$ cat src/hdl/trp_pkg.sv
package trp_pkg;

  localparam int PALETTE_DEPTH_DEF = 256;
  localparam int WIDTH_BITS_DEF    = 16;
  localparam int QUEUE_DEPTH       = 4;
  localparam int MIN_WIDTH         = 4;

  localparam logic [1:0] DEPTH_8  = 2'd0;
  localparam logic [1:0] DEPTH_16 = 2'd1;
  localparam logic [1:0] DEPTH_24 = 2'd2;
  localparam logic [1:0] DEPTH_32 = 2'd3;

  localparam logic [1:0] REG_DEPTH   = 2'd0;
  localparam logic [1:0] REG_RUN     = 2'd1;
  localparam logic [1:0] REG_PALETTE = 2'd2;
  localparam logic [1:0] REG_WIDTH   = 2'd3;

  localparam logic MODE_PALETTE = 1'b0;
  localparam logic MODE_DATA    = 1'b1;

  localparam logic [1:0]  RESET_DEPTH   = DEPTH_24;
  localparam logic        RESET_RUN     = 1'b1;
  localparam logic [8:0]  RESET_PALETTE = 9'd0;
  localparam logic [15:0] RESET_WIDTH   = 16'd640;

  typedef struct packed {
    logic [1:0]  depth_code;
    logic        run_coded;
    logic [8:0]  palette_entries;
    logic [15:0] image_width;
  } cfg_t;

  typedef struct packed {
    logic [7:0] red;
    logic [7:0] green;
    logic [7:0] blue;
    logic [7:0] alpha;
    logic [7:0] count;
  } run_t;

endpackage

$ cat src/hdl/trp_queue.sv
module trp_queue
  import trp_pkg::*;
#(
  parameter int DEPTH = QUEUE_DEPTH
) (
  input  logic clk,
  input  logic rst,
  input  logic push,
  input  run_t push_data,
  output logic full,
  input  logic pop,
  output run_t head,
  output logic empty
);

  localparam int PTR_W = (DEPTH > 1) ? $clog2(DEPTH) : 1;
  localparam int CNT_W = $clog2(DEPTH + 1);

  run_t             entries [DEPTH];
  logic [PTR_W-1:0] wr_ptr;
  logic [PTR_W-1:0] rd_ptr;
  logic [CNT_W-1:0] fill;

  assign full  = (fill == CNT_W'(DEPTH));
  assign empty = (fill == '0);
  assign head  = entries[rd_ptr];

  always_ff @(posedge clk) begin
    if (rst) begin
      wr_ptr <= '0;
      rd_ptr <= '0;
      fill   <= '0;
    end else begin
      if (push) begin
        wr_ptr <= (wr_ptr == PTR_W'(DEPTH - 1)) ? '0 : wr_ptr + PTR_W'(1);
      end
      if (pop) begin
        rd_ptr <= (rd_ptr == PTR_W'(DEPTH - 1)) ? '0 : rd_ptr + PTR_W'(1);
      end
      if (push && !pop) begin
        fill <= fill + CNT_W'(1);
      end else if (pop && !push) begin
        fill <= fill - CNT_W'(1);
      end
    end
  end

  always_ff @(posedge clk) begin
    if (push) begin
      entries[wr_ptr] <= push_data;
    end
  end

  a_no_overflow: assert property (@(posedge clk) disable iff (rst)
    push |-> !full)
    else $error("push into full queue");

  a_no_underflow: assert property (@(posedge clk) disable iff (rst)
    pop |-> !empty)
    else $error("pop from empty queue");

  a_push_fills: assert property (@(posedge clk) disable iff (rst)
    push && !pop |=> !empty)
    else $error("queue empty after push");

endmodule

$ cat config.mk
export PLATFORM = sky130hd
export DESIGN_NAME = trp_queue
export DESIGN_NICKNAME = d
export VERILOG_FILES = /design/src/hdl/trp_pkg.sv /design/src/hdl/trp_queue.sv
export SDC_FILE = /design/constraint.sdc
export NUM_CORES = 1
export LEC_CHECK = 0
export BUFFER_PORTS_ARGS = -buffer_cell sky130_fd_sc_hd__buf_2
export CAP_MARGIN = 10
export CORE_ASPECT_RATIO = 1.75
export CORE_MARGIN = 2
export CORE_UTILIZATION = 30
export DETAILED_ROUTE_END_ITERATION = 8
export PLACE_DENSITY_LB_ADDON = 0.3
export SLEW_MARGIN = 5
export SYNTH_ARGS = -nofsm -noshare
export SYNTH_HDL_FRONTEND = slang
export SYNTH_SLANG_ARGS = --single-unit
$ cat constraint.sdc
create_clock -name clk -period 2.4 [get_ports clk]
set_clock_uncertainty 0.2 [all_clocks]
set_input_delay 0.48 -clock clk [delete_from_list [all_inputs] [get_ports clk]]
set_output_delay 0.48 -clock clk [all_outputs]
set_load 0.03 [all_outputs]
==> results of run 1 <==
==> area by class of cell <==
type                            count  share of cell area
Sequential cell                   169               0.638
Multi-Input combinational cell     71               0.147
Timing Repair Buffer               92               0.104
Clock buffer                       21              0.0563
Tap cell                          248              0.0396
Clock inverter                      9              0.0129
Inverter                            4             0.00192
Antenna cell                        1            0.000320
==> metal layers <==
metal	track usage	up-vias
met2	0.204	57
met1	0.120	1479
met3	0.0345	17
met4	0.0542	2
li1	-	1266
met5	0	-
==> power by group <==
group	internal, W	switching [W]
Clock	0.00151	0.00102
Sequential	0.00337	0.0000415
Combinational	0.000381	0.000479
Total	0.00526	0.00155
==> placed cells by master (no fill, tap or decap) <==
| cell type | count |
|---|---|
| clkinv_4 | 1 |
| xor2_1 | 2 |
| diode_2 | 1 |
| inv_6 | 1 |
| ha_1 | 6 |
| inv_1 | 4 |
| o21ai_0 | 1 |
| or3_1 | 1 |
| edfxtp_1 | 160 |
| clkbuf_16 | 17 |
| bufinv_16 | 2 |
| and2_2 | 4 |
| nor3b_1 | 2 |
| clkinv_2 | 1 |
| clkinv_1 | 3 |
| dfxtp_4 | 1 |
| dfxtp_2 | 1 |
| mux4_2 | 40 |
| buf_2 | 45 |
| mux2i_1 | 4 |
| buf_6 | 40 |
| fa_1 | 1 |
| buf_12 | 7 |
| nor2_1 | 7 |
| clkinvlp_4 | 1 |
| dfxtp_1 | 7 |
| nor3_1 | 1 |
| clkbuf_1 | 4 |
| a21oi_1 | 2 |
==> cells by family after synthesis <==
kind of cell	Yosys count	synth area share
AOI/OAI and AO/OA	3	0.00240
xor gates and xnor gates	2	0.00280
adders and majority gates	7	0.0152
buffers and inverters	13	0.0202
DFF	169	0.797
muxes	44	0.150
and+or+nand+nor	15	0.0124
==> worst reg2reg max path, delay by kind of cell (launching register included) <==
| family | cells | cell delay, ps |
|---|---|---|
| fa+ha+maj | 1 | 440 |
| simple gates | 1 | 300 |
| xor+xnor | 1 | 160 |
| flops | 1 | 350 |
| compound gates | 1 | 140 |
==> registers in the layout (all words and copies together) (netlist names), named ones only <==
register  flops
entries     160
fill          3
rd_ptr        2
wr_ptr        2
==> final timing paths <==
path	start	to	slack, ps
worst max-delay path	flop	head[26]	-30
worst min-delay path	push_data[18]	entries[1][18]$_DFFE_PP_	70
worst min register to register	fill[2]$_SDFFE_PP0P_	fill[2]$_SDFFE_PP0P_	320
worst max register to register	fill[0]$_SDFFE_PP0P_	fill[2]$_SDFFE_PP0P_	740
==> per-stage QoR <==
step | instances | setup WS [ps] | total power (W) | utilization
global route | 614 | -116 | 0.00707 | 0.384
finish | 615 | -34.4 | 0.00681 | 0.384
global placement | 584 | 287 | 0.00421 | 0.345
CTS | 614 | -87.2 | 0.00691 | 0.384
detailed placement | 584 | 250 | 0.00423 | 0.345
floorplan | 253 | 280 | 0.00398 | -
==> repair_timing <==
item | 4_1_cts | 5_1_grt
pin swaps | 0 | 0
resized for setup | 80 | 0
setup endpoints to repair | 40 | 40
cloned | 0 | 0
hold buffers | 0 | 0
hold endpoints to repair | 0 | 0
==> metrics, run 1 <==
drt first-iter violations=149; #FFs+latches synth=169; Leakage=2.64 nW; critical path's top delay family=multiplexers; Syn Inst Count=253; P&R area growth vs syn=25.1%; die footprint=22100 µm²; synth cell count leaders=edfxtp_1, mux4_2, dfxtp_1; DRC=10; met2 WL=6650 µm; Synth top area share=0.768; crit path DAT=1750 ps; Syn Nets=304; area of the multi-input gates=1150 µm²; synthesized area per cell=24.7 µm²; vias in the first global route=3233; met3 wire len=461 µm; vias after detailed routing=2821; Hold Path Stages=1; setup TNS=-175 ps; Total Routing Usage GR=0.114; Critical Path Stages=3; root buf cell=clkbuf_16; Crit path required time=1720 ps; I/O pin total=86; NumNets Final=406; RSZ-0062 raised after global routing=yes; Synth Warn #=0; slowest CP cell=mux4_2; fin crit share=1.01; die height=195 µm; Final Cell Area=7830 µm²; gr ovfl total=0; DRT met1 WL=4280 µm; Worst-path clk slew=60 ps; Detailed Place HPWL=6860 µm; final WL=11700 µm; worst rel slew slack=0.814; HP Class=primary input to flop; Async SR Flop Fraction=0; most common cell in the synthesized netlist=edfxtp_1; max_cap viols=0; CP Launch Type=flop; post-CTS setup buffers=0; Setup crit end kind=output port; number of synthesized flops with an enable pin=160; die width=113 µm; Max IR drop VDD=335 µV; fillers=1837; pwr/cell area=870 nW/µm²; Slew @ Worst Pin=279 ps; Starting Density=0.307; Max clock buf depth=2; DR WL/cell=19.0 µm; Placeable Area=20400 µm²; largest net degree at the start of global routing=41; leading area contributor after synthesis=edfxtp_1; layout cell share with drive strength beyond 1=0.440; number of antenna violations at the first check in global routing=2; CTS tree=done; H-Tree Depth=4; Clk Latency, worst-skew pair=430 ps; status=finished with violations; Crit Path Category=flop to output port; total CTS buffers=17; critical path peak fanout=19; f_max=411 MHz; Final Worst Setup Slack=-34.4 ps; predominant post-synthesis flop cell=edfxtp_1; DRT antenna net count=0; Cell Chain, Critical Path=buf_12 > mux4_2 > buf_6; Highest Signal Layer=met5; Placer Congestion=0.663; Tmin final=2430 ps; Crit path largest cell delay=570 ps; Final Hold Viols=0; Setup violations, final=16; CTS sink cnt=169; # rows=69; I/O Buffers=85; WHS=69.1 ps; Area after DPL=7030 µm²; Slew Limit Fails=0; post-synth cell types=18; Worst Reg-to-Reg Cells=4; Synth area leaders=edfxtp_1, mux4_2, dfxtp_1; Vias/cell=4.59; failing checks=DRC, setup timing; DRT Pass-1 Iters=6; FF+latch area=4990 µm²; first-pass GRT wire length=18100 µm; crit path buf inv count=2; Mapped Area=6260 µm²; Seq/Total Area, Yosys=0.797
Note: power is estimated with default switching activity, not from simulation.
==> inputs of run 2 (changes only) <==
--- a/config.mk
+++ b/config.mk
@@ -12,6 +12,8 @@
 export CORE_UTILIZATION = 30
 export DETAILED_ROUTE_END_ITERATION = 8
 export PLACE_DENSITY_LB_ADDON = 0.3
+export SETUP_SLACK_MARGIN = 0.4
+export SKIP_LAST_GASP = 1
 export SLEW_MARGIN = 5
 export SYNTH_ARGS = -nofsm -noshare
 export SYNTH_HDL_FRONTEND = slang
==> metrics, run 2 (synthesis results as in run 1) <==
Pwr Total=0.00663 W (was 0.00681 W); Worst-path clk slew=60 ps (about the same); fillers=1881 (was 1837); NumNets Final=411 (was 406); final cell count without fillers=620 (was 615); vias in the first global route=3172 (was 3233); Leakage=2.57 nW (was 2.64 nW); Final Worst Setup Slack=-51.0 ps (was -34.4 ps); I/O Buffers=85 (unchanged); Starting Density=0.307 (unchanged); fin crit share=1.02 (was 1.01); drt first-iter violations=193 (was 149); DRT antenna net count=0 (unchanged); post-CTS setup buffers=0 (unchanged); Largest register FFs=160 (unchanged); antenna diode count=0 (was 1); HP Class=primary input to flop (unchanged); first-pass GRT wire length=18300 µm (was 18100 µm); gr ovfl total=0 (unchanged); Crit path required time=1720 ps (about the same); Slew @ Worst Pin=397 ps (was 279 ps); Clk Latency, worst-skew pair=420 ps (was 430 ps); status=finished with violations (unchanged); CP Launch Type=flop (unchanged); fin util=0.372 (was 0.384); root buf cell=clkbuf_16 (unchanged); DRT met1 WL=4570 µm (was 4280 µm); Placeable Area=20400 µm² (unchanged); vias after detailed routing=2859 (was 2821); max_cap viols=0 (unchanged); Final Hold Viols=0 (unchanged); FF+latch area=4990 µm² (unchanged); DRC=5 (was 10); Detailed Place HPWL=7170 µm (was 6860 µm); die height=195 µm (unchanged); Crit Path Category=flop to output port (unchanged); most frequent cells in the layout=edfxtp_1, buf_2, mux4_2 (was edfxtp_1, buf_2, mux4_2, buf_6, clkbuf_16); I/O pin total=86 (unchanged); Vias/cell=4.61 (was 4.59); Slew Limit Fails=0 (unchanged); met2 WL=6670 µm (was 6650 µm); Top reg by flops=entries (unchanged); critical path peak fanout=15 (was 19); Placed Instances=588 (was 584); DR WL/cell=19.3 µm (was 19.0 µm); Setup violations, final=35 (was 16); P&R area growth vs syn=21.1% (was 25.1%); die width=113 µm (unchanged); DRT Pass-1 Iters=6 (unchanged); RSZ-0062 raised after global routing=yes (unchanged); largest net degree at the start of global routing=41 (unchanged); CTS tree=done (unchanged); hold buffers post-CTS=0 (unchanged); worst rel slew slack=0.735 (was 0.814); final WL=12000 µm (was 11700 µm); area of the multi-input gates=1150 µm² (unchanged); dpl ws=241 ps (was 250 ps); layout cell share with drive strength beyond 1=0.457 (was 0.440); crit path DAT=1770 ps (was 1750 ps); top flop regs=entries: 160 flops, fill: 3 flops (unchanged); Placer Congestion=0.655 (was 0.663); H-Tree Depth=4 (unchanged); Max IR drop VDD=384 µV (was 335 µV); number of antenna violations at the first check in global routing=2 (unchanged); Crit path largest cell delay=520 ps (was 570 ps); CTS sink cnt=169 (unchanged); # rows=69 (unchanged); commonest non-fill, non-tap cell in the layout=edfxtp_1 (unchanged); met3 wire len=469 µm (was 461 µm); Setup crit end kind=output port (unchanged); failing checks=DRC, setup timing (unchanged); total CTS buffers=17 (unchanged); die footprint=22100 µm² (unchanged); Tmin final=2450 ps (was 2430 ps); setup TNS=-891 ps (was -175 ps); Total Routing Usage GR=0.116 (was 0.114); slowest CP cell=mux4_2 (unchanged); Highest Signal Layer=met5 (unchanged); f_max=408 MHz (was 411 MHz); Max clock buf depth=2 (unchanged); Cell Chain, Critical Path=buf_12 > mux4_2 > buf_2 (was buf_12 > mux4_2 > buf_6); pwr/cell area=875 nW/µm² (was 870 nW/µm²)
## run 2: layout make-up
class | count | share of cell area
Clock buffer | 18 | 0.0566
Sequential cell | 169 | 0.658
Inverter | 4 | 0.00198
Tap cell | 248 | 0.0409
Clock inverter | 13 | 0.0137
Multi-Input combinational cell | 71 | 0.152
Timing Repair Buffer | 97 | 0.0766
## run 2: final timing paths
| kind | startpoint | end | slack, ps | depth (start not counted) |
|---|---|---|---|---|
| setup / recovery | flop | head[29] | -50 | 3 |
| hold / removal | push_data[31] | entries[2][31]$_DFFE_PP_ | 70 | 1 |
| setup reg to reg | fill[0]$_SDFFE_PP0P_ | fill[2]$_SDFFE_PP0P_ | 730 | 4 |
| hold reg to reg | fill[2]$_SDFFE_PP0P_ | fill[2]$_SDFFE_PP0P_ | 310 | 2 |
## run 2: timing repair
action / CTS / global route
pin swaps: 0 / 0
cloned: 1 / 0
resized for setup: 2 / 0
setup endpoints to repair: 40 / 40
## run 2: worst max-delay path: cells and delay by family (launching register included)
| family | cells | cell delay, ps |
|---|---|---|
| multiplexers | 1 | 520 |
| flip-flops | 1 | 420 |
| buffers and inverters | 2 | 400 |
## run 2: through the flow
stage                     instance area, µm²  hold slack (ps)
final                                   7580             65.8
after global routing                    7580             47.1
after CTS                               7580             37.6
after detailed placement                7010              299
after global placement                  7010              282
after floorplan                         6260              260
## run 2: metal layers
metal | vias to the layer above | global-route usage
met5 | - | 0
met4 | 4 | 0.0556
met3 | 20 | 0.0376
met2 | 54 | 0.205
met1 | 1506 | 0.123
li1 | 1275 | -
## run 2: power breakdown
| group | total, W | leakage, nW | switching, W | internal, W |
|---|---|---|---|---|
| logic | 0.000742 | 0.778 | 0.000461 | 0.000281 |
| registers | 0.00341 | 1.54 | 0.0000414 | 0.00337 |
| clock network | 0.00247 | 0.251 | 0.00107 | 0.00141 |
