$ cat src/hdl/trp_pkg.sv
package trp_pkg;

  localparam int PALETTE_DEPTH_DEF = 256;
  localparam int WIDTH_BITS_DEF    = 16;
  localparam int QUEUE_DEPTH       = 4;
  localparam int MIN_WIDTH         = 4;

  localparam logic [1:0] DEPTH_8  = 2'd0;
  localparam logic [1:0] DEPTH_16 = 2'd1;
  localparam logic [1:0] DEPTH_24 = 2'd2;
  localparam logic [1:0] DEPTH_32 = 2'd3;

  localparam logic [1:0] REG_DEPTH   = 2'd0;
  localparam logic [1:0] REG_RUN     = 2'd1;
  localparam logic [1:0] REG_PALETTE = 2'd2;
  localparam logic [1:0] REG_WIDTH   = 2'd3;

  localparam logic MODE_PALETTE = 1'b0;
  localparam logic MODE_DATA    = 1'b1;

  localparam logic [1:0]  RESET_DEPTH   = DEPTH_24;
  localparam logic        RESET_RUN     = 1'b1;
  localparam logic [8:0]  RESET_PALETTE = 9'd0;
  localparam logic [15:0] RESET_WIDTH   = 16'd640;

  typedef struct packed {
    logic [1:0]  depth_code;
    logic        run_coded;
    logic [8:0]  palette_entries;
    logic [15:0] image_width;
  } cfg_t;

  typedef struct packed {
    logic [7:0] red;
    logic [7:0] green;
    logic [7:0] blue;
    logic [7:0] alpha;
    logic [7:0] count;
  } run_t;

endpackage

$ cat src/hdl/trp_back.sv
module trp_back
  import trp_pkg::*;
#(
  parameter int WIDTH_BITS = WIDTH_BITS_DEF
) (
  input  logic       clk,
  input  logic       rst,
  input  cfg_t       cfg,
  input  run_t       head,
  input  logic       q_empty,
  output logic       q_pop,
  output logic [7:0] red,
  output logic [7:0] green,
  output logic [7:0] blue,
  output logic [7:0] alpha,
  output logic [7:0] run_length,
  output logic       row_end,
  output logic       last,
  output logic       empty,
  input  logic       pop
);

  localparam int WB = WIDTH_BITS;

  logic [WB-1:0] col;
  logic          busy;
  logic [7:0]    rem;
  run_t          cur;
  logic          out_valid;

  logic [WB-1:0] w_raw;
  logic [WB-1:0] row_w;
  logic [WB-1:0] col_eff;
  logic [WB-1:0] space;
  logic [7:0]    src_count;
  logic [WB-1:0] cnt_ext;
  logic          take_all;
  logic          end_n;
  logic [7:0]    piece;
  logic [WB-1:0] col_next;
  run_t          src;
  logic          load;
  logic          have_src;
  logic          fire;

  assign w_raw     = cfg.image_width[WB-1:0];
  assign row_w     = (w_raw < WB'(MIN_WIDTH)) ? WB'(MIN_WIDTH) : w_raw;
  assign col_eff   = (col < row_w) ? col : '0;
  assign space     = row_w - col_eff;
  assign src       = busy ? cur : head;
  assign src_count = busy ? rem : head.count;
  assign cnt_ext   = WB'(src_count);
  assign take_all  = (cnt_ext <= space);
  assign end_n     = (cnt_ext >= space);
  assign piece     = take_all ? src_count : space[7:0];
  assign col_next  = end_n ? '0 : col_eff + WB'(piece);

  assign load     = !out_valid || pop;
  assign have_src = busy || !q_empty;
  assign fire     = load && have_src;
  assign q_pop    = fire && !busy;
  assign empty    = !out_valid;

  always_ff @(posedge clk) begin
    if (rst) begin
      col       <= '0;
      busy      <= 1'b0;
      out_valid <= 1'b0;
    end else begin
      if (load) begin
        out_valid <= have_src;
      end
      if (fire) begin
        col  <= col_next;
        busy <= !take_all;
      end
    end
  end

  always_ff @(posedge clk) begin
    if (fire) begin
      red        <= src.red;
      green      <= src.green;
      blue       <= src.blue;
      alpha      <= src.alpha;
      run_length <= piece;
      row_end    <= end_n;
      last       <= take_all;
      rem        <= src_count - piece;
      if (!busy) begin
        cur <= head;
      end
    end
  end

  a_split_pending: assert property (@(posedge clk) disable iff (rst)
    out_valid && !last |-> busy)
    else $error("split run without remainder");

  a_row_end_wraps: assert property (@(posedge clk) disable iff (rst)
    out_valid && row_end |-> col == '0)
    else $error("row end without column wrap");

  a_busy_has_rest: assert property (@(posedge clk) disable iff (rst)
    busy |-> rem != 8'd0)
    else $error("busy with nothing left");

endmodule

$ cat config.mk
export PLATFORM = sky130hd
export DESIGN_NAME = trp_back
export DESIGN_NICKNAME = d
export VERILOG_FILES = /design/src/hdl/trp_pkg.sv /design/src/hdl/trp_back.sv
export SDC_FILE = /design/constraint.sdc
export NUM_CORES = 1
export LEC_CHECK = 0
export ABC_AREA = 1
export BUFFER_PORTS_ARGS = -buffer_cell sky130_fd_sc_hd__buf_2
export CELL_PAD_IN_SITES_DETAIL_PLACEMENT = 0
export CELL_PAD_IN_SITES_GLOBAL_PLACEMENT = 1
export CORE_MARGIN = 2
export CORE_UTILIZATION = 43
export CTS_CLUSTER_DIAMETER = 100
export DETAILED_ROUTE_END_ITERATION = 8
export PLACE_DENSITY_LB_ADDON = 0.1
export SYNTH_ARGS = -nofsm -noshare
export SYNTH_HDL_FRONTEND = slang
export SYNTH_SLANG_ARGS = --single-unit
$ cat constraint.sdc
create_clock -name clk -period 12.5 [get_ports clk]
set_input_delay 2.5 -clock clk [delete_from_list [all_inputs] [get_ports clk]]
set_output_delay 2.5 -clock clk [all_outputs]
set_load 0.01 [all_outputs]
==> impl_metrics.csv, run 1 <==
group,metric,value,unit
run_status,status,"completed",
timing,period_needed,10.02,ns
timing,clock.fmax,0.0998,GHz
setup_path,crit_family,"simple AND/OR/NAND/NOR gates",
setup_path,startpoint_type,"input pin",
run,maxCapViolations,0,
cells_and_area,final_cell_mix,"buf_2 (103), nand2_1 (95), inv_1 (88)",
cells_and_area,n_antenna_cell,0,
timing,hold_viol_final,0,
synthesis,synth-warning-count,0,
setup_path,crit_slowest_cell,"a2111oi_0",
min_path,hold_start,"col[0]",
routing,wl_per_cell,13.8,um
die,die_area,12000,um2
cells_and_area,layout_commonest_cell,"buf_2",
setup_path,critPathMaxFanout,17,
placement,dp_hpwl,9.05,mm
routing,routed_wl,11.2,mm
timing,max_slew_margin,61.3,%
clock_network,tritoncts.num_buffers,9,
synthesis,synth_top_family_by_area,"simple AND/OR/NAND/NOR gates",
setup_path,endpoint_kind,"register",
cells_and_area,layout.area.seq,1860,um2
synthesis,synth_xor_area_share,3.30,%
routing,dr.pass1.iters,5,
min_path,worstHoldPathCells,2,
setup_path,critPathArrivalTime,10.30,ns
placement,gp_congestion,0.846,
die,start_util,44.0,%
timing,finalSetupViolCount,0,
synthesis,synthFlopType,"edfxtp_1",
clock_network,root_buffer,"clkbuf_8",
setup_path,reg2reg_to,"col[14]",
routing,num_vias,3993,
pwr,p_switching,0.000217,W
clock_network,path_clk_slew,0.08,ns
pwr,p_sw_share,31.5,%
timing,drv_slew,0,
cells_and_area,drive_gt1_share,25.3,%
clock_network,hold_buffers,0,
placement,io_buffer_count,103,
global_routing,antenna_found_initial,0,
synthesis,synth_mux_area_share,0.210,%
routing,first_iter_violations,107,
routing,postRouteAntennaNets,0,
synthesis,synth-simple-area-share,20.4,%
synthesis,synth_edf_count,50,
clock_network,clkLatencyLatePin,0.35,ns
cells_and_area,syn2layout_area_growth,18.0,%
pwr,clockPowerShare,32.0,%
timing,fin_crit_sh,80.2,%
routing,drc,0,
setup_path,crit_top_cell,"nand2_1",
timing,tns,0,ns
synthesis,postSynthCellCount,571,
timing,rsz0062_at_grt,"false",
min_path,min_to,"col[0]",
pwr,seq_power_share,39.2,%
die,die_w,109,um
timing,skew,0.0123,ns
setup_path,cp.required,12.78,ns
pwr,pwr-share-comb,28.7,%
die,die_y,109,um
die,core,10800,um2
die,ios,116,
pwr,p_leak,2.81,nW
setup_path,reg2regPathDepth,43,
placement,dpl-instance-area,5390,um2
synthesis,synthArstFlopShare,0,%
die,num_rows,38,
pwr,ir_drop,0.0830,mV
pwr,p_int,0.000471,W
synthesis,ys_seq_elements,68,
cells_and_area,final_area,5630,um2
pwr,p_per_area,122,nW/um2
cells_and_area,finalNetCount,794,
global_routing,grt_overflow,0,
setup_path,slowest_delay,0.50,ns
global_routing,grt_pass1_vias,3890,
clock_network,clk_path_buf_depth,2,
setup_path,worstSetupPathType,"in -> reg",
clock_network,cts_resized,0,
synthesis,syn-cell-area,4770,um2
min_path,min_path_type,"reg -> reg",
synthesis,yosysUniqueCellTypes,46,
clock_network,cts_tree,"built",
clock_network,cts_sinks,68,
global_routing,grt_pass1_wl,17.8,mm
clock_network,post-cts-setup-buffer-count,0,
synthesis,synth_adder_area_share,14.9,%
synthesis,ys_seq_area_share,39.0,%
global_routing,grt_max_degree,50,
cells_and_area,fillers,1073,
synthesis,syn_avg_cell_area,8.36,um2
timing,worst_slew_pin_slew,0.566,ns
synthesis,synth_fp_nets,698,
setup_path,crit_buf_inv,5,
setup_path,r2r_setup_slack,5.02,ns
cells_and_area,multi_input_area,2460,um2
synthesis,synth_compound_area_share,12.7,%
setup_path,r2r_start,"col[1]",
global_routing,grt_usage,19.2,%
routing,via_per_inst,4.92,
clock_network,cts-htree-levels,3,
## layout make-up
cell class / count / area share (%)
Multi-Input combinational cell: 387 / 43.7
Sequential cell: 68 / 33.1
Timing Repair Buffer: 105 / 9.42
Inverter: 96 / 6.42
Tap cell: 140 / 3.11
Clock buffer: 10 / 2.27
Clock inverter: 6 / 2.00
## cell usage after synthesis, drive strengths merged, types with 2 or more instances
library cell / number / area share (%)
a21boi: 2 / 0.31
a21o: 2 / 0.31
a21oi: 52 / 5.5
a31oi: 2 / 0.26
buf: 3 / 0.50
clkbuf: 17 / 1.3
dfxtp: 18 / 7.6
edfxtp: 50 / 31
fa: 3 / 1.3
ha: 52 / 14
inv: 95 / 7.5
nand2: 110 / 9.8
nand3: 30 / 3.6
nand3b: 4 / 0.63
nand4: 7 / 1.0
nor2: 35 / 3.0
nor3: 5 / 0.52
o21ai: 41 / 4.8
or2: 13 / 1.7
xnor2: 6 / 1.1
xor2: 12 / 2.2
## through the flow
stage	hold slack [ns]	power, W	utilization (%)	setup slack [ns]	instances
after CTS	0.484	0.000696	51.9	2.47	812
final	0.477	0.000688	51.9	2.48	812
after global routing	0.530	0.000732	51.9	1.56	812
after detailed placement	0.472	0.000473	49.7	2.09	796
after global placement	0.455	0.000469	49.7	2.17	796
after floorplan	0.439	0.000418	-	3.53	571
## sequential cells by signal (all words and copies together), names as in the netlist
signal	count
row_end	1
busy	1
rem	8
cur	32
out_valid	1
run_length	8
col	16
last	1
## power by group through the flow
| stage | clock network (W) | registers, W | logic [W] |
|---|---|---|---|
| 6_report | 0.000220 | 0.000270 | 0.000197 |
| 5_1_grt | 0.000233 | 0.000271 | 0.000228 |
| 4_1_cts | 0.000226 | 0.000270 | 0.000200 |
| 3_5_place_dp | 0 | 0.000275 | 0.000198 |
| 3_3_place_gp | 0 | 0.000274 | 0.000194 |
| 2_1_floorplan | 0 | 0.000278 | 0.000140 |
## worst max-delay path by stage
stage | startpoint | endpoint | depth (start not counted)
2_1_floorplan | cfg[8] | col[14] | 49
3_3_place_gp | cfg[8] | col[14] | 50
3_5_place_dp | cfg[8] | col[14] | 49
4_1_cts | cfg[8] | col[14] | 49
5_1_grt | cfg[8] | col[14] | 49
6_report | cfg[8] | col[14] | 49
## metal layers
layer | part of all wire, % | vias up | global-route usage (%)
li1 | - | 2095 | -
met1 | 44 | 1827 | 23.7
met2 | 50 | 61 | 34.0
met3 | 3.9 | 10 | 4.09
met4 | 1.4 | 0 | 5.06
met5 | 0 | - | 0
## cells by family after synthesis
group                      after synthesis
muxes                                    1
and+or+nand+nor                        205
AOI/OAI and AO/OA                      108
xor gates and xnor gates                18
buffers and inverters                  116
adders and majority gates               55
DFF                                     68
## tightest hold or removal path: stages, from the launching register on
cell and delay (ns):
dfxtp_1 0.32, nand2_1 0.06, a21oi_1 0.06
Power figures use the tool's default switching activity.
==> inputs of run 2 (changes only) <==
--- a/config.mk
+++ b/config.mk
@@ -10,7 +10,7 @@
 export CELL_PAD_IN_SITES_DETAIL_PLACEMENT = 0
 export CELL_PAD_IN_SITES_GLOBAL_PLACEMENT = 1
 export CORE_MARGIN = 2
-export CORE_UTILIZATION = 43
+export CORE_UTILIZATION = 40
 export CTS_CLUSTER_DIAMETER = 100
 export DETAILED_ROUTE_END_ITERATION = 8
 export PLACE_DENSITY_LB_ADDON = 0.1
==> constraint.sdc (replaced) <==
create_clock -name clk -period 10.35 [get_ports clk]
set_input_delay 2.07 -clock clk [delete_from_list [all_inputs] [get_ports clk]]
set_output_delay 2.07 -clock clk [all_outputs]
set_load 0.01 [all_outputs]
==> impl_metrics.csv, run 2 (synthesized netlist as in run 1, its figures left out) <==
group,metric,value,unit
clock_network,tritoncts.num_buffers,9,
placement,dp_hpwl,9.19,mm
global_routing,grt_overflow,0,
timing,fin_crit_sh,90.7,%
die,num_rows,39,
setup_path,crit_slowest_cell,"a2111oi_0",
cells_and_area,drive_gt1_share,25.4,%
timing,period_needed,9.39,ns
timing,clock.fmax,0.107,GHz
cells_and_area,largest-register,"cur",
clock_network,clk_path_buf_depth,2,
timing,tns,0,ns
setup_path,r2r_setup_slack,3.02,ns
pwr,ir_drop,0.0877,mV
clock_network,clkLatencyLatePin,0.33,ns
routing,num_vias,3969,
cells_and_area,finalNetCount,794,
clock_network,cts_tree,"built",
setup_path,worstSetupEndpoint,"col[14]",
min_path,min_path_type,"reg -> reg",
setup_path,reg2reg_to,"col[14]",
die,die_area,12800,um2
die,ios,116,
cells_and_area,final_cell_mix,"buf_2 (103), nand2_1 (95), inv_1 (88)",
timing,max_slew_margin,55.1,%
setup_path,cp.required,10.62,ns
timing,finalHoldWorstSlack,0.470,ns
global_routing,grt_usage,18.4,%
routing,routed_wl,11.5,mm
placement,gp_congestion,0.849,
clock_network,cts_sinks,68,
die,die_w,113,um
cells_and_area,n_antenna_cell,0,
cells_and_area,syn2layout_area_growth,19.3,%
run_status,violations,"design-rule violations",
routing,dr.pass1.iters,7,
die,start_util,41.4,%
setup_path,startpoint,"cfg[8]",
die,core,11500,um2
setup_path,worstSetupPathType,"in -> reg",
cells_and_area,layout_commonest_cell,"buf_2",
clock_network,path_clk_slew,0.06,ns
setup_path,startpoint_type,"input pin",
timing,finalSetupViolCount,0,
clock_network,cts-htree-levels,3,
run,maxCapViolations,0,
timing,skew,0.00790,ns
setup_path,crit_buf_inv,5,
setup_path,crit_family,"simple AND/OR/NAND/NOR gates",
setup_path,path_depth,49,
clock_network,post-cts-setup-buffer-count,0,
global_routing,grt_pass1_wl,18.6,mm
routing,first_iter_violations,234,
setup_path,critPathArrivalTime,9.66,ns
pwr,p_per_area,153,nW/um2
timing,worst_slew_pin_slew,0.666,ns
die,die_y,113,um
timing,hold_viol_final,0,
clock_network,root_buffer,"clkbuf_16",
setup_path,slowest_delay,0.41,ns
setup_path,endpoint_kind,"register",
run_status,status,"finished, violations left",
setup_path,reg2regPathDepth,41,
setup_path,critPathMaxFanout,17,
pwr,p_leak,2.83,nW
global_routing,grt_pass1_vias,3818,
cells_and_area,reg_top3,"cur x32, col x16",
setup_path,r2r_start,"col[15]",
global_routing,antenna_found_initial,0,
pwr,p_total,0.000869,W
timing,drv_slew,0,
global_routing,grt_max_degree,49,
routing,via_per_inst,4.87,
cells_and_area,largest_reg_flops,32,
setup_path,crit_top_cell,"nand2_1",
routing,postRouteAntennaNets,0,
placement,io_buffer_count,103,
timing,rsz0062_at_grt,"false",
cells_and_area,fillers,1137,
routing,wl_per_cell,14.1,um
routing,drc,11,
-- run 2: layout make-up --
class | count | area, um2 | share of cell area [%]
repair buffers | 105 | 531 | 9.32
clock inverters | 6 | 63.8 | 1.12
clock buffers | 10 | 229 | 4.02
well taps | 143 | 179 | 3.14
multi-input cells | 387 | 2470 | 43.3
flip-flops and latches | 68 | 1860 | 32.7
inverters | 96 | 362 | 6.35
-- run 2: per-stage QoR --
stage | cells | setup slack [ns] | instance area (um2) | utilization, %
after CTS | 815 | 0.758 | 5690 | 49.4
after global placement | 799 | 0.582 | 5390 | 46.8
after floorplan | 571 | 1.81 | 4770 | -
after detailed placement | 799 | 0.453 | 5390 | 46.8
final | 815 | 0.960 | 5690 | 49.4
after global routing | 815 | 0.0525 | 5690 | 49.4
-- run 2: how the worst min path moves through the flow --
| stage | depth (start not counted) | end | slack [ns] | startpoint |
|---|---|---|---|---|
| 3_3_place_gp | 2 | col[0] | 0.46 | col[0] |
| 4_1_cts | 2 | col[0] | 0.47 | col[0] |
| 6_report | 2 | col[0] | 0.47 | col[0] |
| 2_1_floorplan | 2 | col[0] | 0.44 | col[0] |
| 5_1_grt | 2 | col[0] | 0.49 | col[0] |
| 3_5_place_dp | 2 | col[0] | 0.46 | col[0] |
-- run 2: repair_timing --
action,4_1_cts,5_1_grt
hold buffers,0,0
resized for setup,0,1
endpoints found under the setup margin,0,1
-- run 2: worst register-to-register path: cells and delay by family, from the launching register on --
kind / cells / cell delay (ns)
and+or+nand+nor: 22 / 3.37
adders and majority gates: 5 / 1.64
AOI/OAI and AO/OA: 7 / 1.00
buffers and inverters: 5 / 0.53
xor gates and xnor gates: 2 / 0.37
DFF: 1 / 0.35
-- run 2: metal layers --
layer,part of all wire (%),GRT usage [%],up-vias
met1,47,24.5,1780
li1,-,-,2094
met5,0,0,-
met2,48,31.0,85
met3,4.0,2.84,10
met4,1.1,5.53,0
-- run 2: power by group --
| group | internal, W | switching (W) |
|---|---|---|
| sequential | 0.000317 | 0.00000901 |
| combinational | 0.0000918 | 0.000145 |
| clock | 0.000187 | 0.000120 |
